`config.mk`:
```
export PLATFORM = sky130hd
export DESIGN_NAME = xmodem_crc_receiver_unit
export DESIGN_NICKNAME = d
export VERILOG_FILES = /design/src/hw/rtl/xcr_pkg.sv /design/src/hw/rtl/xmodem_crc_receiver_unit.sv /design/src/hw/rtl/xcr_front.sv /design/src/hw/rtl/xcr_cmd_fifo.sv /design/src/hw/rtl/xcr_back.sv
export SDC_FILE = /design/constraint.sdc
export NUM_CORES = 1
export LEC_CHECK = 0
export ABC_AREA = 1
export BUFFER_PORTS_ARGS = -buffer_cell sky130_fd_sc_hd__buf_2
export CAP_MARGIN = 40
export CORE_MARGIN = 1
export CORE_UTILIZATION = 55
export DETAILED_ROUTE_END_ITERATION = 10
export GPL_TIMING_DRIVEN = 0
export PLACE_DENSITY = 0.75
export SLEW_MARGIN = 20
export SYNTH_ARGS = -nofsm -noshare
export SYNTH_HDL_FRONTEND = slang
export SYNTH_SLANG_ARGS = --single-unit
export TNS_END_PERCENT = 30
```
`constraint.sdc`:
```
create_clock -name aclk -period 15.2 [get_ports aclk]
set_input_delay 3.04 -clock aclk [delete_from_list [all_inputs] [get_ports aclk]]
set_output_delay 3.04 -clock aclk [all_outputs]
set_load 0.05 [all_outputs]
```
`src/hw/rtl/xcr_pkg.sv`:
```
`default_nettype none
package xcr_pkg;

    // Fixed transfer geometry
    localparam int BLOCK_BYTES = 128;
    localparam int MEM_BYTES   = 524288;
    localparam int IDX_W       = $clog2(BLOCK_BYTES);
    localparam int ACC_W       = 21;
    localparam int LEN_W       = 20;
    localparam int OFF_W       = 19;

    // Configuration register indexes
    localparam logic [1:0] REG_MAX_SIZE        = 2'd0;
    localparam logic [1:0] REG_PROMPT_INTERVAL = 2'd1;
    localparam logic [1:0] REG_ERROR_LIMIT     = 2'd2;

    localparam logic [19:0] MAX_SIZE_RST        = 20'd524288;
    localparam logic [31:0] PROMPT_INTERVAL_RST = 32'd50000000;
    localparam logic [2:0]  ERROR_LIMIT_RST     = 3'd3;

    // Control characters
    localparam logic [7:0] CH_SOH    = 8'h01;
    localparam logic [7:0] CH_EOT    = 8'h04;
    localparam logic [7:0] CH_ACK    = 8'h06;
    localparam logic [7:0] CH_NAK    = 8'h15;
    localparam logic [7:0] CH_CAN    = 8'h18;
    localparam logic [7:0] CH_PROMPT = 8'h43;
    localparam logic [7:0] BYTE_ONES = 8'hFF;

    localparam logic [15:0] CRC_POLY = 16'h1021;

    // Input item kinds
    localparam logic OP_BYTE = 1'b0;
    localparam logic OP_TICK = 1'b1;

    // Result kinds
    localparam logic [1:0] KIND_TX  = 2'd0;
    localparam logic [1:0] KIND_WR  = 2'd1;
    localparam logic [1:0] KIND_FIN = 2'd2;

    // Finish status codes
    localparam logic [1:0] ST_OK        = 2'd0;
    localparam logic [1:0] ST_TOO_LARGE = 2'd1;
    localparam logic [1:0] ST_ERRORS    = 2'd2;

    localparam int CMDQ_DEPTH = 4;
    localparam int CMDQ_PTR_W = $clog2(CMDQ_DEPTH);
    localparam int CMDQ_CNT_W = $clog2(CMDQ_DEPTH + 1);

    // One command describes all results caused by one input item:
    //   write        : one memory write
    //   tx only      : one transmit byte
    //   tx + fin     : transmit byte, then finish
    //   tx + abort   : transmit byte, CAN, CAN, then finish
    typedef struct packed {
        logic             is_write;
        logic [OFF_W-1:0] offset;
        logic [7:0]       data;
        logic [7:0]       tx;
        logic             fin;
        logic             abort;
        logic [1:0]       status;
        logic [LEN_W-1:0] length;
    } cmd_t;

    // CRC-16 (poly 0x1021, MSB first) over one byte
    function automatic logic [15:0] crc16_byte(input logic [15:0] crc, input logic [7:0] b);
        logic [15:0] c;
        c = crc ^ {b, 8'h00};
        for (int i = 0; i < 8; i++) begin
            c = c[15] ? ((c << 1) ^ CRC_POLY) : (c << 1);
        end
        return c;
    endfunction

    // Clamp the accepted count to the reported length width
    function automatic logic [LEN_W-1:0] sat_len(input logic [ACC_W-1:0] acc);
        logic [LEN_W-1:0] r;
        r = acc[ACC_W-1] ? {LEN_W{1'b1}} : acc[LEN_W-1:0];
        return r;
    endfunction

endpackage
`default_nettype wire

```
`src/hw/rtl/xmodem_crc_receiver_unit.sv`:
```
`default_nettype none
// XMODEM-CRC receiver. Each input transfer is one received serial byte or one
// tick (s_tuser). The receiver prompts with 'C' while waiting for the first
// byte, parses 128-byte blocks with CRC-16 checks, and emits results one per
// output transfer: bytes to transmit (ACK, NAK, CAN, 'C'), memory writes of
// data bytes as they arrive, and a finish record with status and length.
// An input item is taken every cycle while the four-entry command queue has
// room; its classification is combinational and its state update registered.
// The output side drains one result per cycle while m_tready is high, and an
// item has zero to four results. Configuration writes are registered and
// belong between transfers.
module xmodem_crc_receiver_unit (
    input  wire logic        aclk,
    input  wire logic        aresetn,
    // input stream
    input  wire logic        s_tvalid,
    output logic             s_tready,
    input  wire logic [7:0]  s_tdata,   // [7:0] rx_byte
    input  wire logic [0:0]  s_tuser,   // [0] op
    // result stream
    output logic             m_tvalid,
    input  wire logic        m_tready,
    output logic [63:0]      m_tdata,   // [7:0] tx_byte, [26:8] wr_offset,
                                        // [34:27] wr_data, [36:35] status,
                                        // [56:37] length, [63:57] zero
    output logic [1:0]       m_tuser,   // [1:0] kind
    output logic             m_tlast,   // last
    // configuration
    input  wire logic        cfg_we,
    input  wire logic [1:0]  cfg_index,
    input  wire logic [31:0] cfg_wdata
);

    xcr_pkg::cmd_t  push_cmd;
    xcr_pkg::cmd_t  head;
    logic           push;
    logic           pop;
    logic           empty;
    logic           full;

    assign s_tready = !full;

    xcr_front u_front (
        .aclk       (aclk),
        .aresetn    (aresetn),
        .item_valid (s_tvalid && s_tready),
        .item_op    (s_tuser[0]),
        .item_byte  (s_tdata),
        .cfg_we     (cfg_we),
        .cfg_index  (cfg_index),
        .cfg_wdata  (cfg_wdata),
        .push       (push),
        .cmd        (push_cmd)
    );

    xcr_cmd_fifo u_fifo (
        .aclk     (aclk),
        .aresetn  (aresetn),
        .push     (push),
        .push_cmd (push_cmd),
        .pop      (pop),
        .head     (head),
        .empty    (empty),
        .full     (full)
    );

    xcr_back u_back (
        .aclk     (aclk),
        .aresetn  (aresetn),
        .head     (head),
        .empty    (empty),
        .pop      (pop),
        .m_tvalid (m_tvalid),
        .m_tready (m_tready),
        .m_tdata  (m_tdata),
        .m_tuser  (m_tuser),
        .m_tlast  (m_tlast)
    );

endmodule
`default_nettype wire

```
`src/hw/rtl/xcr_front.sv`:
```
`default_nettype none
module xcr_front (
    input  wire logic               aclk,
    input  wire logic               aresetn,
    input  wire logic               item_valid,
    input  wire logic               item_op,
    input  wire logic [7:0]         item_byte,
    input  wire logic               cfg_we,
    input  wire logic [1:0]         cfg_index,
    input  wire logic [31:0]        cfg_wdata,
    output logic                    push,
    output xcr_pkg::cmd_t           cmd
);

    typedef enum logic [2:0] {
        PH_WAIT, PH_HEADER, PH_CAN2, PH_NUM, PH_NUMINV, PH_DATA, PH_CRCH, PH_CRCL
    } phase_t;

    phase_t                        phase_reg, phase_next;
    logic [xcr_pkg::IDX_W-1:0]     idx_reg, idx_next;
    logic [7:0]                    hdr_reg, hdr_next;
    logic [15:0]                   crc_reg, crc_next;
    logic [7:0]                    crch_reg, crch_next;
    logic [7:0]                    last_blk_reg, last_blk_next;
    logic [xcr_pkg::ACC_W-1:0]     acc_reg, acc_next;
    logic [2:0]                    err_reg, err_next;
    logic [31:0]                   tick_reg, tick_next;

    logic [19:0]                   max_size_reg;
    logic [31:0]                   interval_reg;
    logic [2:0]                    err_limit_reg;

    logic                          blk_err;
    logic                          clear;
    logic [31:0]                   tick_inc;
    logic [xcr_pkg::ACC_W-1:0]     wr_off;
    logic [xcr_pkg::ACC_W-1:0]     acc_add;

    assign tick_inc = tick_reg + 32'd1;
    assign wr_off   = acc_reg + xcr_pkg::ACC_W'(idx_reg);
    assign acc_add  = acc_reg + xcr_pkg::ACC_W'(xcr_pkg::BLOCK_BYTES);

    // Classify the item, advance the protocol state and build its command
    always_comb begin
        phase_next    = phase_reg;
        idx_next      = idx_reg;
        hdr_next      = hdr_reg;
        crc_next      = crc_reg;
        crch_next     = crch_reg;
        last_blk_next = last_blk_reg;
        acc_next      = acc_reg;
        err_next      = err_reg;
        tick_next     = tick_reg;
        push          = 1'b0;
        cmd           = '0;
        blk_err       = 1'b0;
        clear         = 1'b0;

        if (item_valid) begin
            if (item_op == xcr_pkg::OP_TICK) begin
                if (phase_reg == PH_WAIT) begin
                    if (tick_inc > interval_reg) begin
                        push      = 1'b1;
                        cmd.tx    = xcr_pkg::CH_PROMPT;
                        tick_next = '0;
                    end else begin
                        tick_next = tick_inc;
                    end
                end
            end else begin
                unique case (phase_reg)
                    PH_CAN2: begin
                        push    = 1'b1;
                        cmd.tx  = (item_byte == xcr_pkg::CH_CAN) ? xcr_pkg::CH_ACK
                                                                 : xcr_pkg::CH_NAK;
                        blk_err = 1'b1;
                    end
                    PH_NUM: begin
                        hdr_next   = item_byte;
                        phase_next = PH_NUMINV;
                    end
                    PH_NUMINV: begin
                        if (8'(hdr_reg + item_byte) != xcr_pkg::BYTE_ONES) begin
                            push    = 1'b1;
                            cmd.tx  = xcr_pkg::CH_NAK;
                            blk_err = 1'b1;
                        end else begin
                            crc_next   = '0;
                            idx_next   = '0;
                            phase_next = PH_DATA;
                        end
                    end
                    PH_DATA: begin
                        // drop writes past the size limit or the memory
                        if (wr_off < xcr_pkg::ACC_W'(max_size_reg) &&
                            wr_off < xcr_pkg::ACC_W'(xcr_pkg::MEM_BYTES)) begin
                            push         = 1'b1;
                            cmd.is_write = 1'b1;
                            cmd.offset   = wr_off[xcr_pkg::OFF_W-1:0];
                            cmd.data     = item_byte;
                        end
                        crc_next = xcr_pkg::crc16_byte(crc_reg, item_byte);
                        if (idx_reg == xcr_pkg::IDX_W'(xcr_pkg::BLOCK_BYTES - 1)) begin
                            idx_next   = '0;
                            phase_next = PH_CRCH;
                        end else begin
                            idx_next = idx_reg + xcr_pkg::IDX_W'(1);
                        end
                    end
                    PH_CRCH: begin
                        crch_next  = item_byte;
                        phase_next = PH_CRCL;
                    end
                    PH_CRCL: begin
                        push = 1'b1;
                        if ({crch_reg, item_byte} != crc_reg ||
                            hdr_reg != 8'(last_blk_reg + 8'd1)) begin
                            cmd.tx  = xcr_pkg::CH_NAK;
                            blk_err = 1'b1;
                        end else begin
                            cmd.tx        = xcr_pkg::CH_ACK;
                            last_blk_next = hdr_reg;
                            acc_next      = acc_add;
                            err_next      = '0;
                            phase_next    = PH_HEADER;
                            if (acc_add > xcr_pkg::ACC_W'(max_size_reg)) begin
                                cmd.abort  = 1'b1;
                                cmd.status = xcr_pkg::ST_TOO_LARGE;
                                cmd.length = xcr_pkg::sat_len(acc_add);
                                clear      = 1'b1;
                            end
                        end
                    end
                    PH_WAIT, PH_HEADER: begin
                        if (item_byte == xcr_pkg::CH_EOT) begin
                            push       = 1'b1;
                            cmd.tx     = xcr_pkg::CH_ACK;
                            cmd.fin    = 1'b1;
                            cmd.status = xcr_pkg::ST_OK;
                            cmd.length = xcr_pkg::sat_len(acc_reg);
                            clear      = 1'b1;
                        end else if (item_byte == xcr_pkg::CH_CAN) begin
                            phase_next = PH_CAN2;
                        end else if (item_byte == xcr_pkg::CH_SOH) begin
                            phase_next = PH_NUM;
                        end else begin
                            push    = 1'b1;
                            cmd.tx  = xcr_pkg::CH_NAK;
                            blk_err = 1'b1;
                        end
                    end
                    default: begin
                        phase_next = PH_WAIT;
                    end
                endcase
            end

            // Block error: retry or give up
            if (blk_err) begin
                if (err_reg >= err_limit_reg) begin
                    cmd.abort  = 1'b1;
                    cmd.status = xcr_pkg::ST_ERRORS;
                    cmd.length = xcr_pkg::sat_len(acc_reg);
                    clear      = 1'b1;
                end else begin
                    err_next   = err_reg + 3'd1;
                    phase_next = PH_HEADER;
                end
            end

            // Return to the start of a fresh transfer
            if (clear) begin
                phase_next    = PH_WAIT;
                idx_next      = '0;
                hdr_next      = '0;
                crc_next      = '0;
                crch_next     = '0;
                last_blk_next = '0;
                acc_next      = '0;
                err_next      = '0;
                tick_next     = '0;
            end
        end
    end

    // Hold protocol state and configuration
    always_ff @(posedge aclk) begin
        if (!aresetn) begin
            phase_reg     <= PH_WAIT;
            idx_reg       <= '0;
            hdr_reg       <= '0;
            crc_reg       <= '0;
            crch_reg      <= '0;
            last_blk_reg  <= '0;
            acc_reg       <= '0;
            err_reg       <= '0;
            tick_reg      <= '0;
            max_size_reg  <= xcr_pkg::MAX_SIZE_RST;
            interval_reg  <= xcr_pkg::PROMPT_INTERVAL_RST;
            err_limit_reg <= xcr_pkg::ERROR_LIMIT_RST;
        end else begin
            phase_reg    <= phase_next;
            idx_reg      <= idx_next;
            hdr_reg      <= hdr_next;
            crc_reg      <= crc_next;
            crch_reg     <= crch_next;
            last_blk_reg <= last_blk_next;
            acc_reg      <= acc_next;
            err_reg      <= err_next;
            tick_reg     <= tick_next;
            if (cfg_we) begin
                case (cfg_index)
                    xcr_pkg::REG_MAX_SIZE:        max_size_reg  <= cfg_wdata[19:0];
                    xcr_pkg::REG_PROMPT_INTERVAL: interval_reg  <= cfg_wdata;
                    xcr_pkg::REG_ERROR_LIMIT:     err_limit_reg <= cfg_wdata[2:0];
                    default: ;
                endcase
            end
        end
    end

    a_push_needs_item: assert property (@(posedge aclk) disable iff (!aresetn)
        push |-> item_valid)
        else $error("command pushed without an accepted item");

    a_data_idx_zero_outside: assert property (@(posedge aclk) disable iff (!aresetn)
        (phase_reg != PH_DATA) |-> (idx_reg == '0))
        else $error("data index nonzero outside data phase");

    a_tick_held_after_start: assert property (@(posedge aclk) disable iff (!aresetn)
        (phase_reg != PH_WAIT && phase_next != PH_WAIT) |-> (tick_next == tick_reg))
        else $error("tick count changed after first byte");

endmodule
`default_nettype wire

```
`src/hw/rtl/xcr_cmd_fifo.sv`:
```
`default_nettype none
module xcr_cmd_fifo (
    input  wire logic          aclk,
    input  wire logic          aresetn,
    input  wire logic          push,
    input  wire xcr_pkg::cmd_t push_cmd,
    input  wire logic          pop,
    output xcr_pkg::cmd_t      head,
    output logic               empty,
    output logic               full
);

    xcr_pkg::cmd_t                   mem [xcr_pkg::CMDQ_DEPTH];
    logic [xcr_pkg::CMDQ_PTR_W-1:0]  wr_ptr_reg, rd_ptr_reg;
    logic [xcr_pkg::CMDQ_CNT_W-1:0]  count_reg;

    assign empty = (count_reg == '0);
    assign full  = (count_reg == xcr_pkg::CMDQ_CNT_W'(xcr_pkg::CMDQ_DEPTH));
    assign head  = mem[rd_ptr_reg];

    // Store commands
    always_ff @(posedge aclk) begin
        if (push) begin
            mem[wr_ptr_reg] <= push_cmd;
        end
    end

    // Advance pointers and occupancy
    always_ff @(posedge aclk) begin
        if (!aresetn) begin
            wr_ptr_reg <= '0;
            rd_ptr_reg <= '0;
            count_reg  <= '0;
        end else begin
            if (push) begin
                wr_ptr_reg <= wr_ptr_reg + xcr_pkg::CMDQ_PTR_W'(1);
            end
            if (pop) begin
                rd_ptr_reg <= rd_ptr_reg + xcr_pkg::CMDQ_PTR_W'(1);
            end
            if (push && !pop) begin
                count_reg <= count_reg + xcr_pkg::CMDQ_CNT_W'(1);
            end else if (pop && !push) begin
                count_reg <= count_reg - xcr_pkg::CMDQ_CNT_W'(1);
            end
        end
    end

    a_no_overflow: assert property (@(posedge aclk) disable iff (!aresetn)
        full |-> !push)
        else $error("push into full command queue");

    a_no_underflow: assert property (@(posedge aclk) disable iff (!aresetn)
        empty |-> !pop)
        else $error("pop from empty command queue");

    a_count_bound: assert property (@(posedge aclk) disable iff (!aresetn)
        count_reg <= xcr_pkg::CMDQ_CNT_W'(xcr_pkg::CMDQ_DEPTH))
        else $error("command queue count out of range");

endmodule
`default_nettype wire

```
`src/hw/rtl/xcr_back.sv`:
```
`default_nettype none
module xcr_back (
    input  wire logic          aclk,
    input  wire logic          aresetn,
    input  wire xcr_pkg::cmd_t head,
    input  wire logic          empty,
    output logic               pop,
    output logic               m_tvalid,
    input  wire logic          m_tready,
    output logic [63:0]        m_tdata,
    output logic [1:0]         m_tuser,
    output logic               m_tlast
);

    xcr_pkg::cmd_t  cur_reg, cur_next;
    logic           cur_valid_reg, cur_valid_next;
    logic [1:0]     step_reg, step_next;

    logic           xfer;
    logic           last_res;
    logic           load;
    logic [1:0]     kind;
    logic [7:0]     tx;
    logic [1:0]     status;
    logic [19:0]    length;

    assign m_tvalid = cur_valid_reg;
    assign xfer     = m_tvalid && m_tready;

    // Pick the result for the current step of the command
    always_comb begin
        kind     = xcr_pkg::KIND_TX;
        tx       = '0;
        status   = '0;
        length   = '0;
        last_res = 1'b0;
        if (cur_reg.is_write) begin
            kind     = xcr_pkg::KIND_WR;
            last_res = 1'b1;
        end else if (cur_reg.abort) begin
            case (step_reg) inside
                2'd0: tx = cur_reg.tx;
                2'd1, 2'd2: tx = xcr_pkg::CH_CAN;
                default: begin
                    kind     = xcr_pkg::KIND_FIN;
                    status   = cur_reg.status;
                    length   = cur_reg.length;
                    last_res = 1'b1;
                end
            endcase
        end else if (cur_reg.fin) begin
            if (step_reg == 2'd0) begin
                tx = cur_reg.tx;
            end else begin
                kind     = xcr_pkg::KIND_FIN;
                status   = cur_reg.status;
                length   = cur_reg.length;
                last_res = 1'b1;
            end
        end else begin
            tx       = cur_reg.tx;
            last_res = 1'b1;
        end
    end

    assign m_tuser = kind;
    assign m_tlast = last_res;
    assign m_tdata = {7'd0, length, status,
                      cur_reg.is_write ? cur_reg.data : 8'd0,
                      cur_reg.is_write ? cur_reg.offset : {xcr_pkg::OFF_W{1'b0}},
                      tx};

    // Take the next command once the current one is fully sent
    assign load = !cur_valid_reg || (xfer && last_res);
    assign pop  = load && !empty;

    always_comb begin
        cur_next       = cur_reg;
        cur_valid_next = cur_valid_reg;
        step_next      = step_reg;
        if (load) begin
            cur_valid_next = !empty;
            step_next      = '0;
            if (!empty) begin
                cur_next = head;
            end
        end else if (xfer) begin
            step_next = step_reg + 2'd1;
        end
    end

    always_ff @(posedge aclk) begin
        if (!aresetn) begin
            cur_valid_reg <= 1'b0;
            step_reg      <= '0;
        end else begin
            cur_valid_reg <= cur_valid_next;
            step_reg      <= step_next;
        end
        cur_reg <= cur_next;
    end

    a_single_step: assert property (@(posedge aclk) disable iff (!aresetn)
        (cur_valid_reg && !cur_reg.abort && !cur_reg.fin) |-> (step_reg == 2'd0))
        else $error("single-result command advanced past first step");

    a_fin_steps: assert property (@(posedge aclk) disable iff (!aresetn)
        (cur_valid_reg && cur_reg.fin && !cur_reg.abort) |-> (step_reg <= 2'd1))
        else $error("finish command advanced too far");

    a_step_idle: assert property (@(posedge aclk) disable iff (!aresetn)
        !cur_valid_reg |-> (step_reg == 2'd0))
        else $error("step counter nonzero while idle");

endmodule
`default_nettype wire
```
-- After elaboration in Yosys (flattened, before gate mapping)
Memories as Yosys holds them, arrays and structs flattened. A register that Yosys moved wholly into a read port is not among the register bits.
Cells that the tools add are included.
- output and inout bits: 69
- bits in writable memories: 240
- logic and storage cells: 242
- input bits: 48
- memories: 1
- bits in registers: 171
- memories (name ; depth ; bits a word ; read ports ; clocked after memory_dff ; wr ports ; line ; source):
    u_fifo.mem ; 4 ; 60 ; 1 ; 1 ; 1 ; xcr_cmd_fifo.sv:13 ; xcr_pkg::cmd_t mem [xcr_pkg::CMDQ_DEPTH];
- add/subtract/negate cells: 12
- magnitude comparators: 5
- equality and inequality tests: 22
- muxes and demuxes: 136
- bitwise operators: 11
- reduce and logical (&&, ||, !) cells: 38
- operators with widths (operator ; number):
    $mux W20 ; 9
    $mux W8 ; 20
    $mux W32 ; 4
    $mux W13 ; 8
    $mux W23 ; 4
    $mux W21 ; 4
    $mux W28 ; 3
    $mux W60 ; 1
    $mux W3 ; 18
    $mux W16 ; 3
    $pmux W22 S2 ; 1
    $mux W7 ; 5
    $add A32 B1 Y32 const B ; 1
    $gt A32 B32 Y1 ; 1
    $pmux W16 S2 ; 1
    $pmux W8 S4 ; 1
    $mux W1 ; 30
    $mux W5 ; 5
    $mux W2 ; 12
    $mux W24 ; 1
    $not A3 Y3 ; 8
    $add A21 B7 Y21 ; 1
    $add A21 B8 Y21 const B ; 1
    $gt A21 B20 Y1 ; 1
    other kinds (42) ; 81

-- Longest topological paths before layout
Gate-level depths: netlist of run 1.
- word-level depth: 20
- gate-level depth with buffers: 32
- mapped depth without buffers: 32

-- By module
Synthesis of run 1 repeated with hierarchy kept, for this count alone.
- cell total of the unflattened synthesis: 2557
- area total of the unflattened synthesis: 23159.7 µm²
- by module, submodules not included (module ; instances ; cells an instance ; seq. area each (µm²) ; area an instance (µm²)):
    xcr_front ; 1 ; 1690 ; 3083.0 ; 11001.8
    xcr_cmd_fifo ; 1 ; 638 ; 7387.1 ; 9511.6
    xcr_back ; 1 ; 226 ; 1861.8 ; 2632.5
    xmodem_crc_receiver_unit ; 1 ; 3 ; 0.0 ; 13.8

-- Worst setup path before layout of run 1
No wires, ideal clock.
- path type: input port to flip-flop
- start: input port m_tready
- end: register u_fifo.count_reg[1] (netlist bit)
- required time: 15.080 ns
- arrival: 7.223 ns
- setup slack: 7.856 ns
- library setup time: 0.120 ns
- path buffers: 0
- stages on the path: 10
- cell sequence: nand2_1 nand2_1 inv_1 a31oi_1 inv_1 ha_1 inv_1 fa_1 o21ai_0 a21oi_1
- longest elaborated chain between the ends: 7
- elaborated cells on any way between the ends: 9
- classes of those cells: 1 x mux; 8 x reduce/logical
- RTL lines (element ; line ; source):
    start, declared ; xmodem_crc_receiver_unit.sv:22 ; input wire logic m_tready,
    $logic_and A1 B1 Y1 * ; xcr_back.sv:28 ; assign xfer = m_tvalid && m_tready;
    $logic_and A1 B1 Y1 * ; xcr_back.sv:74 ; assign load = !cur_valid_reg || (xfer && last_res);
    $logic_or A1 B1 Y1 * ; xcr_back.sv:74 ;
    $logic_and A1 B1 Y1 * ; xcr_back.sv:75 ; assign pop = load && !empty;
    named net pop ; xmodem_crc_receiver_unit.sv:37 ; logic pop;
    $logic_not A1 Y1 ; xcr_cmd_fifo.sv:41 ; if (push && !pop) begin
    $logic_and A1 B1 Y1 ; xcr_cmd_fifo.sv:41 ;
    $mux W3 / $reduce_bool A2 Y1 (equally long branches) ; - ;
    end signal, assigned ; xcr_cmd_fifo.sv:42 ; count_reg <= count_reg + xcr_pkg::CMDQ_CNT_W'(1);
    end signal, assigned ; xcr_cmd_fifo.sv:44 ; count_reg <= count_reg - xcr_pkg::CMDQ_CNT_W'(1);
    end, declared ; xcr_cmd_fifo.sv:15 ; logic [xcr_pkg::CMDQ_CNT_W-1:0] count_reg;
The timed path passes the listed nets; every way through them passes the cells marked *.
A chain may end at the register's enable or synchronous reset.

-- Worst setup path after layout of run 1
- start: input port s_tdata[0]
- end: register u_fifo.count_reg[1] (netlist bit)
- longest elaborated chain between the ends: 10
- elaborated cells on any way between the ends: 17
- classes of those cells: 1 x add/sub; 4 x eq/ne; 8 x mux; 4 x reduce/logical
- RTL lines (element ; line ; source):
    start, declared ; xmodem_crc_receiver_unit.sv:18 ; input wire logic [7:0] s_tdata,
    parallel branches: the longest is 4 deep, another holds $add A8 B8 Y8 ; - ;
    $pmux W1 S4 * ; xcr_front.sv:71 ; unique case (phase_reg)
    $mux W1 * ; xcr_front.sv:60 ; if (item_op == xcr_pkg::OP_TICK) begin
    $mux W1 * ; xcr_front.sv:59 ; if (item_valid) begin
    named net push ; xmodem_crc_receiver_unit.sv:36 ; logic push;
    $logic_not A1 Y1 ; xcr_cmd_fifo.sv:43 ; end else if (pop && !push) begin
    $logic_and A1 B1 Y1 ; xcr_cmd_fifo.sv:43 ;
    $reduce_bool A2 Y1 (no line) ; - ;
Mark *: on every way through the listed nets, which the timed path passes.

==> results of run 1 <==
## layout make-up
class / count / share of cell area
multi-input combinational: 1538 / 0.344
buffer: 129 / 0.0256
clock inverter: 21 / 0.00881
sequential: 419 / 0.464
inverter: 292 / 0.0465
tap: 468 / 0.0248
clock buffer: 60 / 0.0510
timing repair buffer: 117 / 0.0347
## critical path, delay by kind of cell
family	cells	cell delay [ps]
AOI/OAI and AO/OA	2	220
and+or+nand+nor	8	1330
buffers and inverters	4	500
adders and majority gates	4	1430
## cell families (layout without fill, tap and decap cells)
kind of cell / count (synthesis) / after routing / synth area share
simple gates: 900 / 900 / 0.182
compound gates: 474 / 474 / 0.124
buf+inv: 421 / 619 / 0.0822
flops: 419 / 419 / 0.529
fa+ha+maj: 88 / 88 / 0.0540
xor+xnor: 67 / 67 / 0.0284
other cells: 1 / 9 / 0.000181
## how the worst max path moves through the flow
stage	startpoint	endpoint	depth (start not counted)
floorplan	m_tready	u_fifo.count_reg[1]	10
global placement	m_tready	u_fifo.count_reg[1]	11
detailed placement	s_tdata[0]	u_fifo.count_reg[1]	18
CTS	s_tdata[0]	u_fifo.count_reg[1]	18
global route	u_front.tick_reg[0]	u_fifo.count_reg[2]	29
finish	s_tdata[0]	u_fifo.count_reg[1]	18
## power groups by stage
stage / Sequential (mW) / Combinational, mW / Clock (mW)
after floorplan: 1.45 / 0.627 / 0
after global placement: 1.46 / 0.867 / 0
after detailed placement: 1.45 / 0.946 / 0
after CTS: 1.42 / 0.952 / 1.07
after global routing: 1.43 / 1.04 / 1.11
final: 1.42 / 0.956 / 1.06
## cells in the mapped netlist, types with 2 or more instances
cell type,count,area share
nand2_1,381,0.069
nor2_1,321,0.058
inv_1,278,0.050
edfxtp_1,255,0.37
o21ai_0,190,0.046
a21oi_1,174,0.042
dfxtp_1,164,0.16
nand3_1,108,0.026
clkbuf_1,91,0.017
ha_1,86,0.052
o22ai_1,67,0.020
xor2_1,38,0.016
nand4_1,32,0.0097
nor3_1,29,0.0070
xnor2_1,29,0.012
o211ai_1,26,0.0094
buf_4,16,0.0058
buf_2,11,0.0027
inv_2,10,0.0018
buf_6,6,0.0033
nor4_1,6,0.0018
buf_1,5,0.00091
nand2_2,5,0.0015
nand3b_1,5,0.0018
a211oi_1,4,0.0015
clkinv_1,4,0.00073
a21o_1,2,0.00073
a31oi_1,2,0.00060
and2_1,2,0.00060
fa_1,2,0.0019
nand3_2,2,0.00097
nor3_2,2,0.00097
nor3_4,2,0.0016
## through the flow
stage | setup slack [ps] | power (mW) | cells | hold slack, ps | area [sq um]
6_report | 9130 | 3.44 | 3044 | 464 | 23600
5_1_grt | 8720 | 3.58 | 3044 | 485 | 23600
4_1_cts | 9210 | 3.44 | 3044 | 464 | 23600
3_5_place_dp | 8610 | 2.39 | 2963 | 455 | 22200
3_3_place_gp | 5460 | 2.33 | 2952 | 449 | 21800
2_1_floorplan | 7860 | 2.07 | 2378 | 435 | 20700
## metal layers
metal / GRT usage / up-vias / part of all wire
met4: 0.125 / 0 / 0.037
met5: 0 / - / 0
li1: - / 8285 / -
met1: 0.363 / 7985 / 0.41
met2: 0.498 / 678 / 0.49
met3: 0.0375 / 143 / 0.068
==> results, run 1 <==
- The number of diodes added for antenna fixing is 0.
- The average footprint of a synthesized cell is 8.73 sq um.
- In the layout the commonest cells are nand2_1, nor2_1, inv_1.
- Synthesis produced 2,370 cells.
- TritonCTS built the clock tree.
- The sort of element at the end of the critical path is a flip-flop.
- The share of total power dissipated in the clock network is 0.308.
- Routability-driven placement finished with a final weighted congestion of 0.925.
- After clock tree synthesis, the setup repair step added 0 buffers.
- The required time at the endpoint of the critical path is 15,660 ps.
- The maximum single-stage delay on the critical path is 490 ps.
- The proportion of power drawn by combinational gates is 0.278.
- The initial core utilization is 0.562.
- The area taken by flip-flops and latches is 10,900 sq um.
- Wires add up to 55,200 um.
- The static leakage power is 9.80 nW.
- Summing all multi-input logic gate instances after layout gives 8120 sq um.
- The area of the core is 36,800 sq um.
- 117 I/O pins were placed.
- The min-delay analysis places its worst path in the category flip-flop to flip-flop.
- The setup total negative slack is 0 ps.
- The most common cell after layout, fill and taps aside is nand2_1.
- The number of levels the H-tree was split into is 2.
- The total count of max-transition violations in the final report is 0.
- The number of flip-flops in the largest register is 204.
- The per-cell via count in the routed design is 5.61.
- The area of the die is 38,400 sq um.
- Of the cells placed in the final design, the portion with a size suffix greater than 1 is 0.0939.
- The slowest stage of the critical path is the fa_1 cell.
- The final critical-path required period is 6070 ps.
- The switching part of the total power is 0.347.
- The number of synthesized flops with an enable pin is 255.
- The launch instance of the worst min-delay path is u_front.interval_reg[31].
- The share of total power dissipated in sequential elements is 0.414.
- The fraction of the core area covered by cells at the end of the flow is 0.641.
- Along the worst hold path, the cell count comes to 2.
- The setup check on the worst reg-to-reg path leaves a slack of 9290 ps.
- The transition time at the pin with the least slew margin is 800 ps.
- In this run the power density over the cells is 146 nW/um^2.
- The final count of hold timing violations came to 0.
- The count of fill cells added during filler insertion is 3,042.
- The number of clock buffers added by TritonCTS is 44.
- The number of rows created at floorplan is 70.
- Measured in cells, the most critical reg-to-reg path has a length of 29.
- The kind of start point of the critical path is an input pin.
- The leftover overflow at the end of global routing is 0.
- The most frequent cell on the critical path is inv_1.
- The worst setup path is of the input pin to flip-flop kind.
- The run finished with clean final reports.
- Counting along the longest clock path gives a buffer depth of 3.
- The clock latency on the worst-skew pair is 590 ps.
- The root cell of the clock tree is clkbuf_16.
- Along the worst path, the maximum fanout reaches 7.
- The synthesis-to-layout area growth is 14.0%.
- The number of clock sinks is 419.
- Setup repair after global routing left no endpoint under its margin.
- The sequential element share of the synthesized area is 0.529.
- After clock tree synthesis, the flow added hold-fix buffers numbering 0.
- The data arrival at the endpoint of the critical path is 6530 ps.
- The first detailed-routing pass took 6 iterations.
- Summing over every cut layer, the via total after detailed routing is 17,100.
- For this block, the initial DRC count from the detailed router was 1,420.
- In the finished design, the share of the clock period the worst path needs comes to 0.399.
- Entering global routing, the biggest net connects 24 pins.
- The wire length of the first global-routing pass is 85,800 um.
- In this run the power spent charging and discharging nets is 1.19 mW.
- Counting flops and latches in the post-synthesis netlist gives 419.
- The endpoint of the most critical register-to-register path is u_fifo.count_reg[2].
- The remaining number of nets flagged by the antenna check after routing is 0.
- The final net count is 2,677.
- The initial antenna violation count was 1.
- Summed over all nets, the half-perimeter wirelength after detailed placement is 40,800 um.
- After synthesis the cells add up to 20,700 sq um.
- The DRC violation count after routing is 0.
- Measured against its own limit, the worst slew margin works out to 0.467.
- Setup violations remaining at the end of the flow were counted as 0.
- The count of warnings emitted by yosys is 0.
- The reported max-cap violation count is 0.
- The count of cell types in the netlist is 48.
- The highest ir drop seen on vdd is 0.0989 mV.
- The signal on the critical path passes through buf_2 -> ha_1 -> fa_1 -> and3_1 -> nand3_1 -> nor2_1 -> nand3_1 -> nand2_1 -> inv_1 -> nor2_1 -> nand4_1 -> nand2_1 -> inv_1 -> ha_1 -> inv_1 -> fa_1 -> o21ai_0 -> a21oi_1.
- The worst-case hold path end point is u_front.interval_reg[31].
- Cell internal power was estimated by the tool at 2.25 mW.
- The count of instances resized after the clock tree is built is 0.
- The prevailing post-synth register cell is edfxtp_1.
- The die width is 196 um.
- The quantity of I/O buffers inserted on ports is 106.
- The clock edge transition at the registers on the reported setup and hold paths is 60 ps.
- The worst reg2reg path startpoint is u_front.tick_reg[0].
- For this run, asynchronously set or reset flops after synthesis account for 0.
- Across the routed clock network, the largest skew measured is 25.0 ps.
- Across every metal layer, demand over resource in global routing totals 0.288.
- Dividing the detail-routed wire length by the instance count gives 18.1 um.
- The via count of the first global-routing pass is 16,400.
- The maximum clock frequency is 0.165 GHz.
- Measured along the y axis, the die boundary spans 196 um.
Note: power is estimated with default switching activity, not from simulation.
==> run 2: changes to the inputs <==
PLACE_DENSITY = 0.78   (was 0.75)
clock period = 5 ns   (was 15.2 ns; I/O delays follow)
==> run 2 against run 1 <==
Net effect: power rose to 3.2 times the previous value; global-route usage grew 0.73 points; count of clock-buffer cells in the layout increased by 2; final area up 2.1%; non-clock buffer count rose by 13; highest routed layer unchanged; core utilization is 1.3 points higher; sequential share of layout area shrank 0.90 points; die area unchanged; critical path type is now flip-flop to flip-flop; clock power grew to 3.4 times the previous value; first-iteration DRC count increased by 19%.
==> results, run 2 (synthesis results as in run 1) <==
- 117 I/O pins were placed.
- The clock reaches the later pin of the worst-skew pair after 580 ps.
- The worst slack at placement is -884 ps.
- The register-to-register setup slack is 150 ps.
- Dividing total power by cell area gives a power density of 453 nW/um^2.
- The number of setup violations in the final report is 0.
- Of the available clock period, the critical path in the final layout requires 0.970.
- Port buffering added 106 buffers.
- The floorplan has 70 rows.
- Entering global routing, the biggest net connects 25 pins.
- Subtracting the final worst setup slack from the clock period gives 4850 ps.
- The run finished with clean final reports.
- VDD sags by at most 0.285 mV.
- For the final routed database, the setup TNS stands at 0 ps.
- The most critical setup path has its startpoint at u_front.tick_reg[4].
- The cell type group with the largest total delay on the critical path is simple AND/OR/NAND/NOR gates.
- In the final layout, the share of cells above drive strength 1 is 0.115.
- The post-detailed-route wirelength per cell is 18.7 um.
- The register with the most flip-flops in the layout has 204 of them.
- The area of all placed cells without fillers is 24,100 sq um.
- The number of detailed-routing iterations run before antenna repair is 6.
- Leaving out fill and tap cells, the most frequent cells in the layout are nand2_1, nor2_1, inv_1.
- Dividing the detail-routed via count by the number of cells gives 5.72.
- The clock tree buffer depth is 3.
- The static leakage power is 10.0 nW.
- The synthesis-to-layout area growth is 16.4%.
- The DRC violation count after routing is 0.
- The die is 196 um tall.
- In this run the critical register-to-register path is launched from u_front.tick_reg[4].
- The total count of max-transition violations in the final report is 0.
- The worst reg2reg path depth is 30.
- The reported max-cap violation count is 0.
- The data arrival at the endpoint of the critical path is 5310 ps.
- The worst hold path cell count is 2.
- For this block, the routed nets add up to 57,100 um of wire.
- Data on the critical path is required at its endpoint by 5460 ps.
- The initial core utilization is 0.562.
- The kind of start point of the critical path is a flip-flop.
- The root cell of the clock tree is clkbuf_16.
- The die covers 38,400 sq um.
- The normalized max-slew margin is 0.426.
- The area of the core is 36,800 sq um.
- The worst clock skew on the final layout is 15.8 ps.
- The initial antenna violation count is 1.
- The via count of the first global-routing pass is 16,800.
- On the critical path, the stage with the largest delay is an instance of fa_2.
- The final net count is 2,690.
- The global-route usage over all layers is 0.295.
- The maximum single-stage delay on the critical path is 390 ps.
- Leaving out fill and tap cells, the most frequent cell in the layout is nand2_1.
- The highest net fanout along the worst path is 7.
- The routability-driven placement congestion ratio is 0.942.
- The path category of the worst min-delay check is flip-flop to flip-flop.
- The worst-case hold path end point is u_front.interval_reg[16].
- STA classifies the critical path endpoint as a flip-flop.
- The critical path runs through a total of 30 cells.
- Counting both buffers and inverters, the worst setup path holds a total of 7.
- Clock-pin slew was measured on the worst setup and hold paths at 70 ps.
- The number of levels the H-tree was split into is 2.
- The final count of hold timing violations is 0.
- The first global-routing pass estimated 88,200 um of wire.
- The endpoint of the most critical register-to-register path is u_fifo.count_reg[2].
- After the first detailed-routing iteration, the DRC count stood at 1,686.
- The number of buffers added by the clock tree synthesis step is 44.
- The number of clock sinks is 419.
- The final route contains 17,500 vias.
- The critical path is of the flip-flop to flip-flop type.
- The die width is 196 um.
- The wire-length estimate of the detail-placed layout is 41,300 um.
- The clock tree from TritonCTS is yes.
- The startpoint identified for the worst hold timing path is u_front.interval_reg[16].
- The worst path meets setup with 151 ps of slack.
- The maximum clock frequency is 0.206 GHz.
- The transition time at the pin with the least slew margin is 861 ps.
- Summing all placed instances gives a cell area of 22,200 sq um.
- The remaining number of nets flagged by the antenna check after routing is 0.
- After global routing the overflow that remains totals 0.
run 2: cell count changes in the layout (fill, tap and decap cells not counted), sizes merged:
cell and change:
buf +13, bufinv +5, clkbuf +2, clkinv -7
diode +1, inv -1
run 2: layer usage:
metal  part of all wire  global-route usage  vias to the layer above
met2               0.49               0.517                      799
met4              0.035               0.121                        0
met3              0.076              0.0433                      126
li1                   -                   -                     8301
met5                  0                   0                        -
met1               0.40               0.366                     8252
run 2: worst max-delay path by stage:
stage / to / slack (ps)
finish: u_fifo.count_reg[2] / 150
global route: u_fifo.count_reg[2] / -100
CTS: u_fifo.count_reg[2] / 5
detailed placement: u_fifo.count_reg[2] / -880
global placement: u_fifo.mem[3][11] / -3460
floorplan: u_fifo.mem[0][10] / -810
run 2: power by group:
| group | total (mW) | internal (mW) | switching (mW) | leakage, nW |
|---|---|---|---|---|
| clock network | 3.63 | 2.23 | 1.40 | 0.799 |
| logic | 2.94 | 0.781 | 2.16 | 5.39 |
| registers | 4.33 | 4.18 | 0.150 | 3.85 |
run 2: repair_timing:
| action | 4_1_cts | 5_1_grt |
|---|---|---|
| endpoints found under the setup margin | 207 | 193 |
| resized for setup | 19 | 29 |
| pin swaps | 6 | 11 |
| hold buffers | 0 | 0 |
| buffers inserted | 8 | 5 |
run 2: worst reg2reg max path: cells and delay by family (launching register included):
kind | cells | cell delay (ps)
buffers and inverters | 7 | 770
AND/OR/NAND/NOR | 14 | 2100
XOR/XNOR | 1 | 130
adder cells (fa/ha/maj) | 3 | 840
AO/OA/AOI/OAI | 5 | 560
flip-flops | 1 | 360
run 2: layout make-up:
| class | count | area, sq um |
|---|---|---|
| clock inverters | 18 | 337 |
| repair buffers | 130 | 923 |
| clock buffers | 62 | 1290 |
| diodes | 1 | 2.50 |
| inverters | 292 | 1100 |
| multi-input cells | 1538 | 8270 |
| plain buffers | 129 | 603 |
| well taps | 468 | 586 |
| flip-flops and latches | 419 | 11000 |
| fillers | 2915 | 12700 |
run 2: metrics by stage:
stage,std cells,hold WS (ps),utilization,power (mW)
after CTS,3051,463,0.650,10.9
final,3057,464,0.654,10.9
after detailed placement,2963,454,0.603,7.27
after floorplan,2378,435,-,6.31
after global routing,3056,487,0.654,11.3
after global placement,2952,451,0.593,7.07
